--- src/sv/sphbc_peak_ram.sv ---
// ----------------------------------------------------------------------------
// sphbc_peak_ram
// Peak-hold store: one write port, one read port, registered read data.
// ----------------------------------------------------------------------------
module sphbc_peak_ram #(
  parameter int DEPTH  = 256,
  parameter int WIDTH  = 16,
  parameter int ADDR_W = 8
) (
  input  logic              clk,
  input  logic              we,
  input  logic [ADDR_W-1:0] waddr,
  input  logic [WIDTH-1:0]  wdata,
  input  logic              re,
  input  logic [ADDR_W-1:0] raddr,
  output logic [WIDTH-1:0]  rdata
);

  logic [WIDTH-1:0] mem [DEPTH];

  // Write and read; a read at the write address returns the old entry
  always_ff @(posedge clk) begin
    if (we) begin
      mem[waddr] <= wdata;
    end
    if (re) begin
      rdata <= mem[raddr];
    end
  end

endmodule

--- config.mk ---
export PLATFORM = sky130hd
export DESIGN_NAME = sphbc_peak_ram
export DESIGN_NICKNAME = d
export VERILOG_FILES = /design/src/sv/sphbc_peak_ram.sv
export SDC_FILE = /design/constraint.sdc
export NUM_CORES = 2
export LEC_CHECK = 0
export BUFFER_PORTS_ARGS = -buffer_cell sky130_fd_sc_hd__buf_2
export CAP_MARGIN = 20
export CORE_ASPECT_RATIO = 0.8
export CORE_MARGIN = 2
export CORE_UTILIZATION = 33
export CTS_BUF_LIST = sky130_fd_sc_hd__clkbuf_4 sky130_fd_sc_hd__clkbuf_8
export DETAILED_ROUTE_END_ITERATION = 8
export PLACE_DENSITY = 0.48
export SYNTH_ARGS = -nofsm -noshare
export SYNTH_HDL_FRONTEND = slang
export SYNTH_SLANG_ARGS = --single-unit
--- constraint.sdc ---
create_clock -name clk -period 8.7 [get_ports clk]
set_clock_uncertainty 0.2 [all_clocks]
set_input_delay 1.74 -clock clk [delete_from_list [all_inputs] [get_ports clk]]
set_output_delay 1.74 -clock clk [all_outputs]
set_load 0.005 [all_outputs]
After elaboration in Yosys (flattened, before gate mapping) --
Memories as Yosys holds them, arrays and structs flattened. A register that Yosys moved wholly into a read port is not among the register bits. Index checks and enable logic that the tools add are counted.
Storage, ports and cells: input bits 35, memory bits (writable) 4096, memories kept 1, logic and storage cells 3, register bits 0, output and inout bits 16
Memories:
- mem | depth 256, width 16, rd ports 1, clocked after Yosys merged registers in 1, write ports 1, RTL line 19 | logic [WIDTH-1:0] mem [DEPTH];
Cells by class: muxes and demuxes 2
Operators by type and width (number):
- $mux W1 | 2

Longest topological paths before layout --
word-level depth 2, gate-level depth with buffers 12, mapped depth without buffers 6

Worst setup path after synthesis --
No wires, ideal clock.
path kind in2reg, from in raddr[0], to reg rdata[4], read port of mem, data pin, setup time 265 ps, path buffers 3, setup slack 4511 ps, arrival 3724 ps, data required time 8235 ps, cell stages on the path 8, path through buf_6 -> buf_6 -> buf_2 -> mux4_2 -> mux4_2 -> a22o_1 -> o32ai_2 -> nor4_2
RTL lines:
- start, declared | RTL line 15 | input logic [ADDR_W-1:0] raddr,
- end, declared | RTL line 16 | output logic [WIDTH-1:0] rdata

==> results.txt <==
* Clk pwr share: 40.0%
* Number of port buffers: 50
- Synthesis produced 7360 cells.
- Area of the core region: 479000 um^2
- Maximum number of pins on one net before global-route repair: around 160
- Skew-Pair Late Insertion Delay: 1.27 ns
* Share of async-settable or async-resettable flops after synthesis: 0%
* Post-cts resize count: 0
* Data arrival time of the critical path: 6.09 ns
- The biggest area contributor in the post-synthesis netlist is sky130_fd_sc_hd__edfxtp_1.
* Power share of the combinational group: 5.2%
- Number of antenna violations at the first check in global routing: 58
* Maximum number of buffers from clock root to sink: 4
- Post-synth cell types: 51
- After synthesis, the largest area contributor takes up 77.7% of total cell area.
- Die height: 625 um
- Summed over all nets, wire length on met3 after detailed routing comes to 37.7 mm.
- Total cell area at the placement stage: 169000 um^2
- In the synthesized netlist the dominant register cell turns out to be sky130_fd_sc_hd__edfxtp_1.
- In this run, CTS created clock tree buffers numbering 641.
- DRT Pass-1 Iters: 6
* # clock sinks: 4112
- From synthesis to final layout, the design area changed by 14.2%.
- GPL Wtd Cong: 0.847
- Count of filler cells inserted in the layout: 43.2k
- Largest fanout on the critical path: 58
* Total vias in the final route: 80.4k
- The number of global-route vias before repair is 79.9k.
* Type of the tightest min-delay check: input pin to flip-flop
- Total number of nets in the final design: just over 8k
- CTS tree: done
* Post-Syn Area per Cell: 21.6 um^2
* Kind of critical path: input pin to flip-flop
- The detailed router used layers up to and including met5.
- After detailed routing, the total wire length is 473 mm.
- Leakage power summed over all cells: 56.8 nW
- Final-layout worst hold slack: 0.772 ns
- Overall die width: 780 um
- The final critical path takes up 60.4% of the cycle.
- Setup repair after global routing left no endpoint under its margin.
* Sequential share of the synthesized area: 77.7%
- Global routing consumed, over all layers together, 18.9% of the routing resources.
* Hold-fix buffers, CTS: 0
* Area contributors post-synth: sky130_fd_sc_hd__edfxtp_1 (78%), sky130_fd_sc_hd__mux4_2 (11%), sky130_fd_sc_hd__mux2i_1 (3.6%)
- For this run, the number of Yosys warnings is 0.
* DRC: 0
* Initial standard-cell utilization of the core: 33.2%
- The mapped netlist covers 159000 um^2.
- Max-cap violations in this run came to 0.
* Critical path data required time: 9.53 ns
* Std cell rows: 227
- Switching share of power: 23.0%
- Maximum clock frequency: approximately 190 MHz
- The routed design uses 213 mm of met2 wire.
- CTS H-tree lvls: 6
- Antenna Nets Post-Route: 0
* Final HPWL from detailed placement: 278 mm
- Setup total negative slack on the finished layout was measured at 0 ns.
* Top-Level Pins: 51
- The number of nets handed over by synthesis was 7395.
* Total power per unit cell area: 220 nW/um^2
* Clock root buffer: sky130_fd_sc_hd__clkbuf_8
- Max-slew violation total from the final report: 0
* Type of element launching the critical path: input pin
- Die ar.: 487000 um^2
* Tightest Pin Transition: 1.32 ns
* Via count normalized by instance count: 5.39
- Setup violations remaining at the end of the flow were counted as 0.
* Run status: finished clean
- Cells with a size suffix above 1 make up 29.8% of the layout.
- Post-route standard cell area excluding fillers: 181000 um^2
* Number of flip-flops and latches in the synthesized netlist: 4112
- Drt initial violations: 9274
- Internal power comes to 30.8 mW.
* Relative contribution of sequential cells to total power: approximately 55%
* Worst voltage drop across the vdd grid: 0.158 mV
- Min cycle time layout: between 5 and 6 ns
- Worst slew margin: 10.8%
- In this run, synthesis inferred approximately 4.1k flip-flops with an integrated enable.
- The worst setup path is captured at a flip-flop.
- Final Hold Viols: 0
- Wire length per cell: around 32 um
- Summed over all layers, the global routing overflow is 0.
- Clock-pin slew was measured on the worst setup and hold paths at around 0.06 ns.
- The first global-routing pass estimated roughly 650 mm of wire.
- Net Sw Power: between 9 and 10 mW
* Met1 Routed Length: 211 mm
- Total setup buffers inserted after CTS: 0
-- critical path: stages --
cell                       delay, ns
sky130_fd_sc_hd__buf_8          0.50
sky130_fd_sc_hd__nand2b_4       0.70
sky130_fd_sc_hd__buf_4          0.56
sky130_fd_sc_hd__o22ai_1        0.30
sky130_fd_sc_hd__o32ai_1        0.14
sky130_fd_sc_hd__a22oi_1        0.76
sky130_fd_sc_hd__nand4_1        0.66
sky130_fd_sc_hd__nor4_1         0.40
-- metal layers --
layer / track usage, % / up-vias
met5: 0 / -
met1: 27.8 / 43700
li1: - / 32700
met3: 3.83 / 652
met4: 4.85 / 4
met2: 28.7 / 3333
-- final timing paths --
kind	start	to	slack, ns	cells after the start
min reg2reg	mem[193][7]	rdata[7]	0.97	6
max	raddr[1]	rdata[1]	3.45	8
min	wdata[12]	mem[62][12]	0.77	1
max reg2reg	mem[131][13]	rdata[13]	5.09	7
-- flip-flops by register name, summed over array words and instances, names as in the netlist --
signal	cells
rdata	16
mem	4096
-- placed cells by master, fill, tap and decap left out, types with 59 or more instances in the layout --
master | Yosys | routed
sky130_fd_sc_hd__a21oi_1 | 175 | 175
sky130_fd_sc_hd__o221ai_1 | 252 | 252
sky130_fd_sc_hd__buf_4 | 26 | 353
sky130_fd_sc_hd__nor3_1 | 92 | 86
sky130_fd_sc_hd__clkbuf_8 | 0 | 654
sky130_fd_sc_hd__clkbuf_4 | 0 | 211
sky130_fd_sc_hd__nor2_1 | 304 | 145
sky130_fd_sc_hd__clkinv_2 | 0 | 59
sky130_fd_sc_hd__o22ai_1 | 148 | 148
sky130_fd_sc_hd__clkinv_1 | 0 | 135
sky130_fd_sc_hd__mux2i_1 | 565 | 565
sky130_fd_sc_hd__edfxtp_1 | 4112 | 4112
sky130_fd_sc_hd__nor2_2 | 0 | 158
sky130_fd_sc_hd__mux2_2 | 88 | 88
sky130_fd_sc_hd__mux4_2 | 797 | 797
-- stage by stage --
| stage | power (mW) | utilization, % | instances | setup WS, ns |
|---|---|---|---|---|
| floorplan | 23.4 | - | 7360 | 4.51 |
| CTS | 40.4 | 37.9 | 14900 | 3.86 |
| detailed placement | 24.4 | 35.3 | 13800 | 2.41 |
| finish | 40.0 | 37.9 | 14900 | 3.45 |
| global placement | 24.4 | 35.2 | 13700 | 2.46 |
| global route | 41.3 | 37.9 | 14900 | 3.68 |
-- power by group through the flow --
stage	Clock (mW)	Combinational, mW	Sequential, mW
finish	16.0	2.09	21.9
global route	17.2	2.19	21.9
CTS	16.4	2.11	21.9
detailed placement	0	2.11	22.3
global placement	0	2.08	22.3
floorplan	0	1.08	22.3
-- cells by family (layout without fill, tap and decap cells) --
| group | after synthesis | count (layout) | synth area share (%) |
|---|---|---|---|
| mux | 1450 | 1450 | 15.5 |
| buf+inv | 456 | 1595 | 1.69 |
| other cells | 0 | 20 | 0 |
| simple gates | 556 | 556 | 1.57 |
| compound gates | 786 | 786 | 3.53 |
| flops | 4112 | 4112 | 77.7 |
-- synth_stat cells, types with 2 or more instances --
| cell type | count |
|---|---|
| sky130_fd_sc_hd__nor4_1 | 17 |
| sky130_fd_sc_hd__nor2_1 | 304 |
| sky130_fd_sc_hd__nand2_1 | 38 |
| sky130_fd_sc_hd__a2111oi_0 | 6 |
| sky130_fd_sc_hd__nand3_1 | 35 |
| sky130_fd_sc_hd__a211oi_1 | 18 |
| sky130_fd_sc_hd__buf_4 | 26 |
| sky130_fd_sc_hd__nand4b_1 | 3 |
| sky130_fd_sc_hd__a21o_1 | 2 |
| sky130_fd_sc_hd__nor3_1 | 92 |
| sky130_fd_sc_hd__and4_1 | 2 |
| sky130_fd_sc_hd__inv_1 | 3 |
| sky130_fd_sc_hd__a21oi_1 | 175 |
| sky130_fd_sc_hd__buf_1 | 27 |
| sky130_fd_sc_hd__edfxtp_1 | 4112 |
| sky130_fd_sc_hd__nor2b_1 | 9 |
| sky130_fd_sc_hd__and3_1 | 11 |
| sky130_fd_sc_hd__o22ai_1 | 148 |
| sky130_fd_sc_hd__nor4bb_1 | 2 |
| sky130_fd_sc_hd__a22oi_1 | 43 |
| sky130_fd_sc_hd__buf_8 | 11 |
| sky130_fd_sc_hd__nand4_1 | 26 |
| sky130_fd_sc_hd__mux4_2 | 797 |
| sky130_fd_sc_hd__o221ai_1 | 252 |
| sky130_fd_sc_hd__o31ai_1 | 16 |
| sky130_fd_sc_hd__a31oi_1 | 6 |
| sky130_fd_sc_hd__a221oi_1 | 28 |
| sky130_fd_sc_hd__or3_1 | 2 |
| sky130_fd_sc_hd__or2_2 | 4 |
| sky130_fd_sc_hd__clkbuf_1 | 230 |
| sky130_fd_sc_hd__o21ai_0 | 37 |
| sky130_fd_sc_hd__buf_6 | 77 |
| sky130_fd_sc_hd__o32ai_1 | 20 |
| sky130_fd_sc_hd__nand2b_1 | 3 |
| sky130_fd_sc_hd__buf_2 | 76 |
| sky130_fd_sc_hd__a22o_1 | 32 |
| sky130_fd_sc_hd__buf_12 | 5 |
| sky130_fd_sc_hd__mux2i_1 | 565 |
| sky130_fd_sc_hd__mux2_2 | 88 |
-- cell type report --
type	count	area (um^2)	area share, %
flip-flops and latches	4112	123000	68.0
multi-input cells	2792	33200	18.3
clock buffers	863	10600	5.82
well taps	6412	8020	4.42
repair buffers	478	4480	2.47
clock inverters	250	1660	0.914
diodes	20	50.0	0.0276
inverters	4	27.5	0.0152
Note: power is estimated with default switching activity, not from simulation.
