**src/sv/sphbc_pkg.sv**
```systemverilog
// ----------------------------------------------------------------------------
// sphbc_pkg
// Shared types, register codes and fixed-point constants for the spectrum
// peak-hold and band colour block.
// ----------------------------------------------------------------------------
package sphbc_pkg;

  // Configuration port
  localparam int CFG_W  = 32;
  localparam int ADDR_W = 4;

  typedef enum logic [1:0] {
    REG_DECAY    = 2'd0,
    REG_BASS_END = 2'd1,
    REG_MID_END  = 2'd2,
    REG_BANDS    = 2'd3
  } reg_idx_t;

  localparam logic [15:0] DECAY_RESET    = 16'd32113;
  localparam logic [8:0]  BASS_END_RESET = 9'd10;
  localparam logic [8:0]  MID_END_RESET  = 9'd100;
  localparam logic [8:0]  BANDS_RESET    = 9'd256;
  localparam int          DECAY_SHIFT    = 15;

  // Band class
  typedef enum logic [1:0] {
    CLS_BASS = 2'd0,
    CLS_MID  = 2'd1,
    CLS_HIGH = 2'd2
  } band_cls_t;

  // Energy sums
  localparam int SUM_W = 24;
  typedef logic [SUM_W-1:0] sum_t;

  // Colour mapping: product width, gains, reciprocals of 6 and 10
  localparam int          COL_PROD_W   = SUM_W + 8;
  localparam logic [7:0]  COL_GAIN     = 8'd255;
  localparam logic [7:0]  BRT_GAIN     = 8'd155;
  localparam logic [7:0]  COL_MAX      = 8'd255;
  localparam logic [7:0]  BRT_BASE     = 8'd100;
  localparam int          QX_W         = 11;
  localparam int          RECIP_SHIFT  = 18;
  localparam int          QM_W         = 27;
  localparam logic [15:0] COL_RECIP    = 16'd43691;
  localparam logic [15:0] BRT_RECIP    = 16'd26215;
  localparam logic [COL_PROD_W-1:0] COL_SAT_X = COL_PROD_W'(1536);
  localparam logic [COL_PROD_W-1:0] BRT_SAT_X = COL_PROD_W'(1560);

  // Control from the band pipeline to the colour mapper
  typedef struct packed {
    logic load_prod;
    logic load_hold;
  } cmap_ctl_t;

  // Saturating sum of an energy sum and a zero-extended peak
  function automatic sum_t sat_add(input sum_t a, input sum_t b);
    logic [SUM_W:0] s;
    s = {1'b0, a} + {1'b0, b};
    return s[SUM_W] ? {SUM_W{1'b1}} : s[SUM_W-1:0];
  endfunction

endpackage

```
**src/sv/sphbc_colour_map.sv**
```systemverilog
// ----------------------------------------------------------------------------
// sphbc_colour_map
// Maps the frame's bass, mid, high and total sums to red, green, blue and
// brightness over two registered steps, and holds the last frame's colours.
// ----------------------------------------------------------------------------
module sphbc_colour_map #(
  parameter int FRAC_BITS = 12
) (
  input  logic                  clk,
  input  logic                  rst,
  input  sphbc_pkg::cmap_ctl_t  ctl,
  input  sphbc_pkg::sum_t       bass,
  input  sphbc_pkg::sum_t       mid,
  input  sphbc_pkg::sum_t       high,
  input  sphbc_pkg::sum_t       total,
  output logic [7:0]            red,
  output logic [7:0]            green,
  output logic [7:0]            blue,
  output logic [7:0]            brightness
);

  import sphbc_pkg::*;

  logic [COL_PROD_W-1:0] prod_bass, prod_mid, prod_high, prod_total;
  logic [7:0]            red_next, green_next, blue_next, brightness_next;

  // floor(x / 6), saturated at 255
  function automatic logic [7:0] colour_of(input logic [COL_PROD_W-1:0] x);
    logic [QM_W-1:0] m;
    m = QM_W'(x[QX_W-1:0]) * QM_W'(COL_RECIP);
    if (x >= COL_SAT_X) begin
      return COL_MAX;
    end
    return m[RECIP_SHIFT +: 8];
  endfunction

  // 100 + floor(x / 10), saturated at 255
  function automatic logic [7:0] bright_of(input logic [COL_PROD_W-1:0] x);
    logic [QM_W-1:0] m;
    m = QM_W'(x[QX_W-1:0]) * QM_W'(BRT_RECIP);
    if (x >= BRT_SAT_X) begin
      return COL_MAX;
    end
    return BRT_BASE + m[RECIP_SHIFT +: 8];
  endfunction

  // Scale the sums by the colour gains
  always_ff @(posedge clk) begin
    if (ctl.load_prod) begin
      prod_bass  <= COL_PROD_W'(bass)  * COL_PROD_W'(COL_GAIN);
      prod_mid   <= COL_PROD_W'(mid)   * COL_PROD_W'(COL_GAIN);
      prod_high  <= COL_PROD_W'(high)  * COL_PROD_W'(COL_GAIN);
      prod_total <= COL_PROD_W'(total) * COL_PROD_W'(BRT_GAIN);
    end
  end

  // Drop the fraction bits, then divide by the full-scale constant
  always_comb begin
    red_next        = colour_of(prod_bass  >> FRAC_BITS);
    green_next      = colour_of(prod_mid   >> FRAC_BITS);
    blue_next       = colour_of(prod_high  >> FRAC_BITS);
    brightness_next = bright_of(prod_total >> FRAC_BITS);
  end

  // Hold the colours of the last completed frame
  always_ff @(posedge clk) begin
    if (rst) begin
      red        <= '0;
      green      <= '0;
      blue       <= '0;
      brightness <= BRT_BASE;
    end else if (ctl.load_hold) begin
      red        <= red_next;
      green      <= green_next;
      blue       <= blue_next;
      brightness <= brightness_next;
    end
  end

endmodule
```
**config.mk**
```make
export PLATFORM = sky130hd
export DESIGN_NAME = sphbc_colour_map
export DESIGN_NICKNAME = d
export VERILOG_FILES = /design/src/sv/sphbc_pkg.sv /design/src/sv/sphbc_colour_map.sv
export SDC_FILE = /design/constraint.sdc
export NUM_CORES = 1
export LEC_CHECK = 0
export ABC_CLOCK_PERIOD_IN_PS = 8100
export BUFFER_PORTS_ARGS = -buffer_cell sky130_fd_sc_hd__buf_2
export CAP_MARGIN = 10
export CORE_UTILIZATION = 55
export CTS_CLUSTER_SIZE = 20
export DETAILED_ROUTE_END_ITERATION = 10
export GPL_ROUTABILITY_DRIVEN = 1
export MAX_ROUTING_LAYER = met4
export PLACE_DENSITY_LB_ADDON = 0.25
export SETUP_SLACK_MARGIN = 0.05
export SYNTH_ARGS = -nofsm -noshare
export SYNTH_HDL_FRONTEND = slang
export SYNTH_SLANG_ARGS = --single-unit
export TNS_END_PERCENT = 50
```
**constraint.sdc**
```tcl
create_clock -name clk -period 8.1 [get_ports clk]
set_input_delay 0.405 -clock clk [delete_from_list [all_inputs] [get_ports clk]]
set_output_delay 0.405 -clock clk [all_outputs]
set_load 0.01 [all_outputs]
```
# ---- Word level (Yosys, flattened, before mapping)
# Cells that the tools add are included.
dict set report totals {
  out_inout_bits 32
  wordCells 33
  ff_bits 160
  inputBits 100
}
dict set report op_classes {
  muxes 12
  order_cmp 4
  add_sub_neg 1
  n_mul 8
}
# operator n
set ops {}
lappend ops {{24-bit by 8-bit multiplier with 32-bit output, second input constant} 4}
lappend ops {{20-bit by 11-bit greater-or-equal comparator with 1-bit output, second input constant} 4}
lappend ops {{11-bit by 16-bit multiplier with 26-bit output, second input constant} 3}
lappend ops {{8-bit two-way mux} 8}
lappend ops {{11-bit by 15-bit multiplier with 26-bit output, second input constant} 1}
lappend ops {{7-bit by 8-bit adder with 8-bit output, first input constant} 1}
lappend ops {{1-bit two-way mux} 4}

# ---- Depth between registers and ports, before layout
# Gate-level depths: netlist (run 1).
dict set report depth {
  depth_word 3
  mapped_depth 27
  ltp_nobuf 27
}

# ---- Worst setup path before layout (run 1)
# No wires, ideal clock.
dict set report synth_path {
  path_kind {register to register}
  from {reg prod_total[20]}
  to {reg brightness[6]}
  setup_slack_ps 2480
  setup_ps 91
  arrival_ps 5529
  required_time_ps 8009
  stages_incl_launch_ff 22
  n_path_buf 0
  cell_sequence {edfxtp_1 -> fa_1 -> inv_1 -> fa_1 -> fa_1 -> fa_1 -> fa_1 -> inv_1 -> ha_1 -> a211oi_1 -> nor2_1 -> o31ai_2 -> nand2_1 -> o21a_1 -> nor2_1 -> xnor2_1 -> ha_1 -> inv_1 -> o311a_1 -> nor4_2 -> nor2_1 -> a311oi_1}
}
dict set report synth_via {
  elab_chain_len 3
}
# item line
set synth_lines {}
lappend synth_lines {{from (decl)} sphbc_colour_map.sv:24} ;# logic [COL_PROD_W-1:0] prod_bass, prod_mid, prod_high, prod_total;
lappend synth_lines {{from (signal assigned)} sphbc_colour_map.sv:53} ;# prod_total <= COL_PROD_W'(total) * COL_PROD_W'(BRT_GAIN);
lappend synth_lines {{11-bit by 15-bit multiplier with 26-bit output / 20-bit by 11-bit greater-or-equal comparator with 1-bit output (equally long branches)} {sphbc_colour_map.sv:40, sphbc_colour_map.sv:41}}
lappend synth_lines {{7-bit by 8-bit adder with 8-bit output / 1-bit two-way mux (equally long branches)} {sphbc_colour_map.sv:44, sphbc_colour_map.sv:41}}
lappend synth_lines {{8-bit two-way mux (*)} sphbc_colour_map.sv:44} ;# return BRT_BASE + m[RECIP_SHIFT +: 8];
lappend synth_lines {{to (signal assigned)} sphbc_colour_map.sv:76} ;# brightness <= brightness_next;
lappend synth_lines {{to (decl)} sphbc_colour_map.sv:19} ;# output logic [7:0] brightness
# Mark *: on every way between the ends. The rest lies on a longest branch, timed or not.
# A chain may end at the register's enable or synchronous reset.

# ---- Worst setup path in the final report (run 1)
# Ends and elaborated chain as after synthesis.

==> flow_metrics.py, run 1 <==
metrics = {
    "synthesis": {
        "ys_ff_latch": 112,
        "yosysSeqAreaShare_pct": 10.8,
        "synth_cells": 2692,
        "yosys_warnings": 0,
        "ys.flop_type": "edfxtp_1",
        "synth_area_leaders": "fa_1 39%, ha_1 24%, inv_1 10%",
        "synth-edff-count": 80,
        "ys_types": 79,
        "yosysTopAreaCell": "fa_1",
        "syn-num-nets": 3871,
        "synth_top_area_share_pct": 38.8,
        "syn_area_um2": 28200,
        "async_reset_ff_share_pct": 0,
        "synth.avg_cell_area_um2": 10.5,
    },
    "min_path": {
        "holdCritPathClass": "register to register",
    },
    "timing": {
        "min_period_ns": 6.17,
        "fin_tns_setup_ns": 0,
        "fin_crit_sh_pct": 76.2,
        "tightest_slew_ns": 0.973,
        "fin_skew_ns": 0.00953,
        "slew_violations": 0,
        "slew_headroom_pct": 35.1,
        "rsz0062_at_grt": "false",
        "setup_violations": 0,
        "hold_viol_final": 0,
        "max_freq_ghz": 0.162,
    },
    "drt": {
        "drt-total-wl_mm": 50.3,
        "ant_nets": 0,
        "drc_errors": 0,
        "vias_per_cell": 5.16,
        "firstDrtPassIters": 4,
        "first_iter_violations": 473,
        "wl_per_cell_um": 14.3,
        "vias": 18100,
    },
    "critical_path": {
        "crit_type": "register to register",
        "critPathTopFamily": "adder cells",
        "r2r-end": "brightness[6]$_SDFFE_PP1P_",
        "cp_cell_sequence": "fa_1 > inv_1 > fa_1 > fa_1 > fa_1 > fa_1 > inv_1 > ha_1 > a211oi_1 > nor2_1 > o31ai_2 > nand2_1 > o21a_1 > nor2_1 > xnor2_1 > ha_1 > inv_1 > o311a_1 > nor4_2 > nor2_1 > a311oi_1",
        "endpoint_kind": "register",
        "crit_path_end": "brightness[6]$_SDFFE_PP1P_",
        "slowest_stage": "fa_1",
        "startpoint": "prod_total[20]$_DFFE_PP_",
        "reg2reg_slack_ns": 1.93,
        "cpMostUsedCell": "fa_1",
        "crit_path_max_fanout": 5,
        "cp.required_ns": 8.39,
        "r2r-start": "prod_total[20]$_DFFE_PP_",
        "cp.buffers_inverters": 3,
        "crit_path_start_kind": "register",
        "cp.depth": 21,
        "worstRegToRegCells": 21,
        "critPathArrivalTime_ns": 6.46,
        "slowest_delay_ns": 0.56,
    },
    "clocking": {
        "clock_path_buffers": 2,
        "clock-sinks": 112,
        "cts.hold.buffers_added": 0,
        "h-tree-depth": 3,
        "cts_tree": "yes",
        "clk-insertion-delay-late_ns": 0.37,
        "path_clk_slew_ns": 0.09,
        "cts.repair.resized": 0,
        "ctsRootBufferMaster": "clkbuf_16",
        "post-cts-setup-buffers": 0,
        "cts_buffers": 9,
    },
    "final_layout": {
        "nets": 4004,
        "syn2layout_area_growth_pct": 6.39,
        "drive_gt1_share_pct": 6.18,
        "diodes": 0,
    },
    "run": {
        "maxCapViolCount": 0,
    },
    "die": {
        "die_x_um": 229,
        "initial_utilization_pct": 56.0,
        "io_pins": 132,
        "num_rows": 82,
        "die-area_um2": 52200,
        "coreArea_um2": 50400,
        "die_y_um": 229,
    },
    "global_route": {
        "grtUsageTotal_pct": 21.4,
        "grt_pass1_vias": 20300,
        "grt_overflow": 0,
        "grt_pass1_wl_mm": 90.9,
        "antenna_found_initial": 0,
        "grt_max_degree": 51,
    },
    "placement": {
        "finalWeightedCongestion": 0.870,
        "numPortBuffers": 131,
        "dp_hpwl_mm": 46.3,
    },
    "status": {
        "status": "finished, final reports clean",
    },
}
## area by class of cell
type	instances	area [um2]
inverter	760	2850
sequential	112	3040
fill	4212	20300
tap	672	841
clock buffer	9	225
timing repair buffer	133	673
clock inverter	7	108
multi-input combinational	1809	22300
## cell usage in the layout, fill, tap and decap left out, types with 4 or more instances in the layout
cell type    n
a2111oi_0    4
a211o_1      6
a211oi_1    29
a21boi_0     5
a21o_1      33
a21oi_1     75
a311oi_1     8
a31oi_1     10
a41o_1       4
and3_1      12
buf_2      130
clkbuf_16    9
dfxtp_1     32
edfxtp_1    80
fa_1       547
ha_1       532
inv_1      760
nand2_1     44
nand2b_1    10
nand3_1     31
nand4_1     15
nand4b_1     8
nor2_1      97
nor2b_1     12
nor3_1      44
nor3b_1      7
nor4_1      10
nor4b_1      6
o211ai_1     9
o21a_1      20
o21ai_0     38
o21bai_1    11
o22ai_1      4
o31a_1       6
or2_2        5
or3_1       11
xnor2_1     61
xor2_1      30
## worst min path at each step
stage	end	slack (ns)	startpoint	depth (start not counted)
2_1_floorplan	brightness[0]$_SDFFE_PP0P_	0.50	brightness[0]$_SDFFE_PP0P_	2
6_report	green[7]$_SDFFE_PP0P_	0.48	green[7]$_SDFFE_PP0P_	2
5_1_grt	green[7]$_SDFFE_PP0P_	0.51	green[7]$_SDFFE_PP0P_	2
3_3_place_gp	brightness[5]$_SDFFE_PP1P_	0.47	brightness[5]$_SDFFE_PP1P_	2
4_1_cts	green[7]$_SDFFE_PP0P_	0.49	green[7]$_SDFFE_PP0P_	2
3_5_place_dp	green[7]$_SDFFE_PP0P_	0.48	green[7]$_SDFFE_PP0P_	2
## synth_stat cells, drive strengths merged, types with 32 or more instances
| master | number |
|---|---|
| fa | 547 |
| inv | 760 |
| ha | 532 |
| a21oi | 75 |
| nor2 | 98 |
| edfxtp | 80 |
| o21ai | 42 |
| a21o | 33 |
| nor3 | 45 |
| nand2 | 44 |
| xnor2 | 61 |
| dfxtp | 32 |
## tightest hold or removal path, cell delays in order (launching register included)
cell and delay [ns]:
dfxtp_1 0.31, nor2_1 0.08, a211oi_1 0.05
## logic make-up after synthesis
family / after synthesis / share of synthesized area, %
buffers and inverters: 771 / 10.3
and+or+nand+nor: 329 / 6.02
adders and majority gates: 1079 / 62.4
AOI/OAI and AO/OA: 307 / 7.63
muxes: 3 / 0.124
DFF: 112 / 10.8
xor gates and xnor gates: 91 / 2.82
## stage by stage
step           hold slack [ns]  utilization (%)  area [um2]  worst slack [ns]  instances
2_1_floorplan            0.503                -       28200              2.48       2692
3_3_place_gp             0.465             59.0       29700              2.18       3486
3_5_place_dp             0.477             59.0       29700              2.00       3486
4_1_cts                  0.488             59.6       30000              1.97       3502
5_1_grt                  0.513             59.6       30000              1.59       3502
6_report                 0.485             59.6       30000              1.93       3502
## registers in the layout, indices dropped and copies added (netlist names)
signal	count
blue	8
prod_total	20
prod_bass	20
prod_high	20
brightness	8
red	8
green	8
prod_mid	20
## layer usage
metal / vias up / GRT usage, % / share of wire, %
met5: - / - / 0
met4: 0 / 3.67 / 1.3
met3: 34 / 2.25 / 2.6
met2: 184 / 38.1 / 51
met1: 8968 / 26.6 / 45
li1: 8885 / - / -
Power of run 1 is not shown: default switching activity piles up to over one toggle a cycle in this logic, so the estimate is an artifact.
==> run 2, diff against run 1 <==
- ABC_CLOCK_PERIOD_IN_PS: 8100 -> 6250
- clock period: 8.1 -> 6.25 ns (I/O delays scaled with it)
==> run 2 against run 1 <==
Effect of this change: count of clock-buffer cells in the layout did not move; core utilization barely moved; fmax rose by 5.5%; critical path depth did not move; sequential share of layout area barely moved; first-iteration DRC count rose by 10%; wire length fell by 1.1%; worst setup slack got worse by 1.5 ns; clock skew rose by 0.0051 ns.
==> flow_metrics.py, run 2 (synthesis gave the netlist of run 1 again) <==
metrics = {
    "critical_path": {
        "endpoint_kind": "register",
        "slowest_delay_ns": 0.56,
        "crit_path_max_fanout": 5,
        "critPathArrivalTime_ns": 6.13,
        "slowest_stage": "fa_1",
        "worstRegToRegCells": 21,
        "reg2reg_slack_ns": 0.40,
        "cp.buffers_inverters": 3,
        "cpMostUsedCell": "fa_1",
        "cp_cell_sequence": "fa_1 > inv_1 > fa_1 > fa_1 > fa_1 > fa_1 > inv_1 > ha_1 > a211oi_1 > nor2_1 > o31ai_2 > nand2_1 > o21a_1 > nor2_1 > xnor2_1 > ha_1 > inv_1 > o311a_1 > nor4_2 > nor2_1 > a311oi_1",
        "cp.required_ns": 6.53,
        "crit_type": "register to register",
        "r2r-end": "brightness[6]$_SDFFE_PP1P_",
        "startpoint": "prod_total[20]$_DFFE_PP_",
        "crit_path_start_kind": "register",
        "critPathTopFamily": "adder cells",
        "r2r-start": "prod_total[20]$_DFFE_PP_",
    },
    "placement": {
        "finalWeightedCongestion": 0.870,
        "place_area_um2": 29700,
        "numPortBuffers": 131,
        "dp_hpwl_mm": 45.9,
        "dp_cells": 3487,
    },
    "drt": {
        "vias": 18100,
        "drc_errors": 0,
        "drt-total-wl_mm": 49.7,
        "wl_per_cell_um": 14.2,
        "firstDrtPassIters": 5,
        "ant_nets": 0,
        "first_iter_violations": 521,
        "vias_per_cell": 5.16,
    },
    "timing": {
        "max_freq_ghz": 0.171,
        "tightest_slew_ns": 0.990,
        "slew_violations": 0,
        "setup_violations": 0,
        "min_period_ns": 5.85,
        "slew_headroom_pct": 34.0,
        "fin_skew_ns": 0.0146,
        "fin_tns_setup_ns": 0,
        "rsz0062_at_grt": "false",
        "holdWs_ns": 0.247,
        "hold_viol_final": 0,
        "fin_crit_sh_pct": 93.6,
    },
    "min_path": {
        "min_from": "ctl[1]",
        "min_to": "prod_bass[12]$_DFFE_PP_",
        "holdCritPathClass": "input port to register",
        "worstHoldPathCells": 1,
    },
    "clocking": {
        "clk-insertion-delay-late_ns": 0.37,
        "cts_tree": "yes",
        "h-tree-depth": 3,
        "clock-sinks": 112,
        "ctsRootBufferMaster": "clkbuf_16",
        "clock_path_buffers": 2,
        "cts.hold.buffers_added": 0,
        "path_clk_slew_ns": 0.09,
        "cts_buffers": 9,
    },
    "global_route": {
        "grtUsageTotal_pct": 21.2,
        "grt_max_degree": 74,
        "grt_pass1_wl_mm": 90.2,
        "grt_pass1_vias": 20200,
        "antenna_found_initial": 0,
        "grt_overflow": 0,
    },
    "final_layout": {
        "final_cells": 3510,
        "syn2layout_area_growth_pct": 6.47,
        "nets": 4011,
        "final_common_cell": "inv_1",
        "fill_cells": 4296,
        "drive_gt1_share_pct": 6.38,
        "design_area_um2": 30100,
        "final_cell_mix": "760 x inv_1, 547 x fa_1, 532 x ha_1",
    },
    "die": {
        "num_rows": 82,
        "io_pins": 132,
        "die_y_um": 229,
        "die_x_um": 229,
        "coreArea_um2": 50400,
        "initial_utilization_pct": 56.0,
        "die-area_um2": 52200,
    },
    "run": {
        "maxCapViolCount": 0,
    },
    "status": {
        "status": "finished, final reports clean",
    },
}
==> run 2: metal layers <==
| metal | global-route usage [%] | vias up | wire [um] |
|---|---|---|---|
| met2 | 37.7 | 161 | 25500 |
| met1 | 26.4 | 9007 | 22200 |
| li1 | - | 8895 | - |
| met3 | 2.36 | 49 | 1320 |
| met4 | 3.48 | 0 | 624 |
| met5 | - | - | 0 |
==> run 2: worst max-delay path by stage <==
| stage | to | slack (ns) | cells past startpoint |
|---|---|---|---|
| after floorplan | brightness[6]$_SDFFE_PP1P_ | 0.63 | 21 |
| after global placement | brightness[6]$_SDFFE_PP1P_ | 0.42 | 23 |
| after detailed placement | brightness[6]$_SDFFE_PP1P_ | 0.33 | 23 |
| after CTS | brightness[6]$_SDFFE_PP1P_ | 0.25 | 23 |
| after global routing | brightness[6]$_SDFFE_PP1P_ | 0.05 | 21 |
| final | brightness[6]$_SDFFE_PP1P_ | 0.40 | 21 |
==> run 2: worst register-to-register path: stages, from the launching register on <==
cell      delay [ns]
edfxtp_1        0.46
fa_1            0.55
inv_1           0.05
fa_1            0.47
fa_1            0.45
fa_1            0.47
fa_1            0.56
inv_1           0.04
ha_1            0.29
a211oi_1        0.25
nor2_1          0.10
o31ai_2         0.23
nand2_1         0.11
o21a_1          0.19
nor2_1          0.16
xnor2_1         0.17
ha_1            0.19
inv_1           0.08
o311a_1         0.37
nor4_2          0.31
nor2_1          0.08
a311oi_1        0.20
==> run 2: cell type report <==
type / count / area (um2) / share of cell area (%)
multi-input cells: 1809 / 22300 / 74.2
flip-flops and latches: 112 / 3040 / 10.1
inverters: 760 / 2850 / 9.49
well taps: 672 / 841 / 2.80
repair buffers: 140 / 726 / 2.41
clock buffers: 9 / 225 / 0.749
clock inverters: 7 / 75.1 / 0.250
diodes: 1 / 2.50 / 0.00833
==> run 2: timing repair <==
action / CTS / global route
gates resized for setup: 0 / 0
setup buffers: 0 / 6
endpoints found under the setup margin: 0 / 1
==> run 2: metrics by stage <==
stage / utilization [%] / setup slack (ns)
final: 59.7 / 0.399
after detailed placement: 59.0 / 0.331
after floorplan: - / 0.630
after global routing: 59.7 / 0.0462
after CTS: 59.6 / 0.251
after global placement: 59.0 / 0.422
Power of run 2 is left out for the same reason.
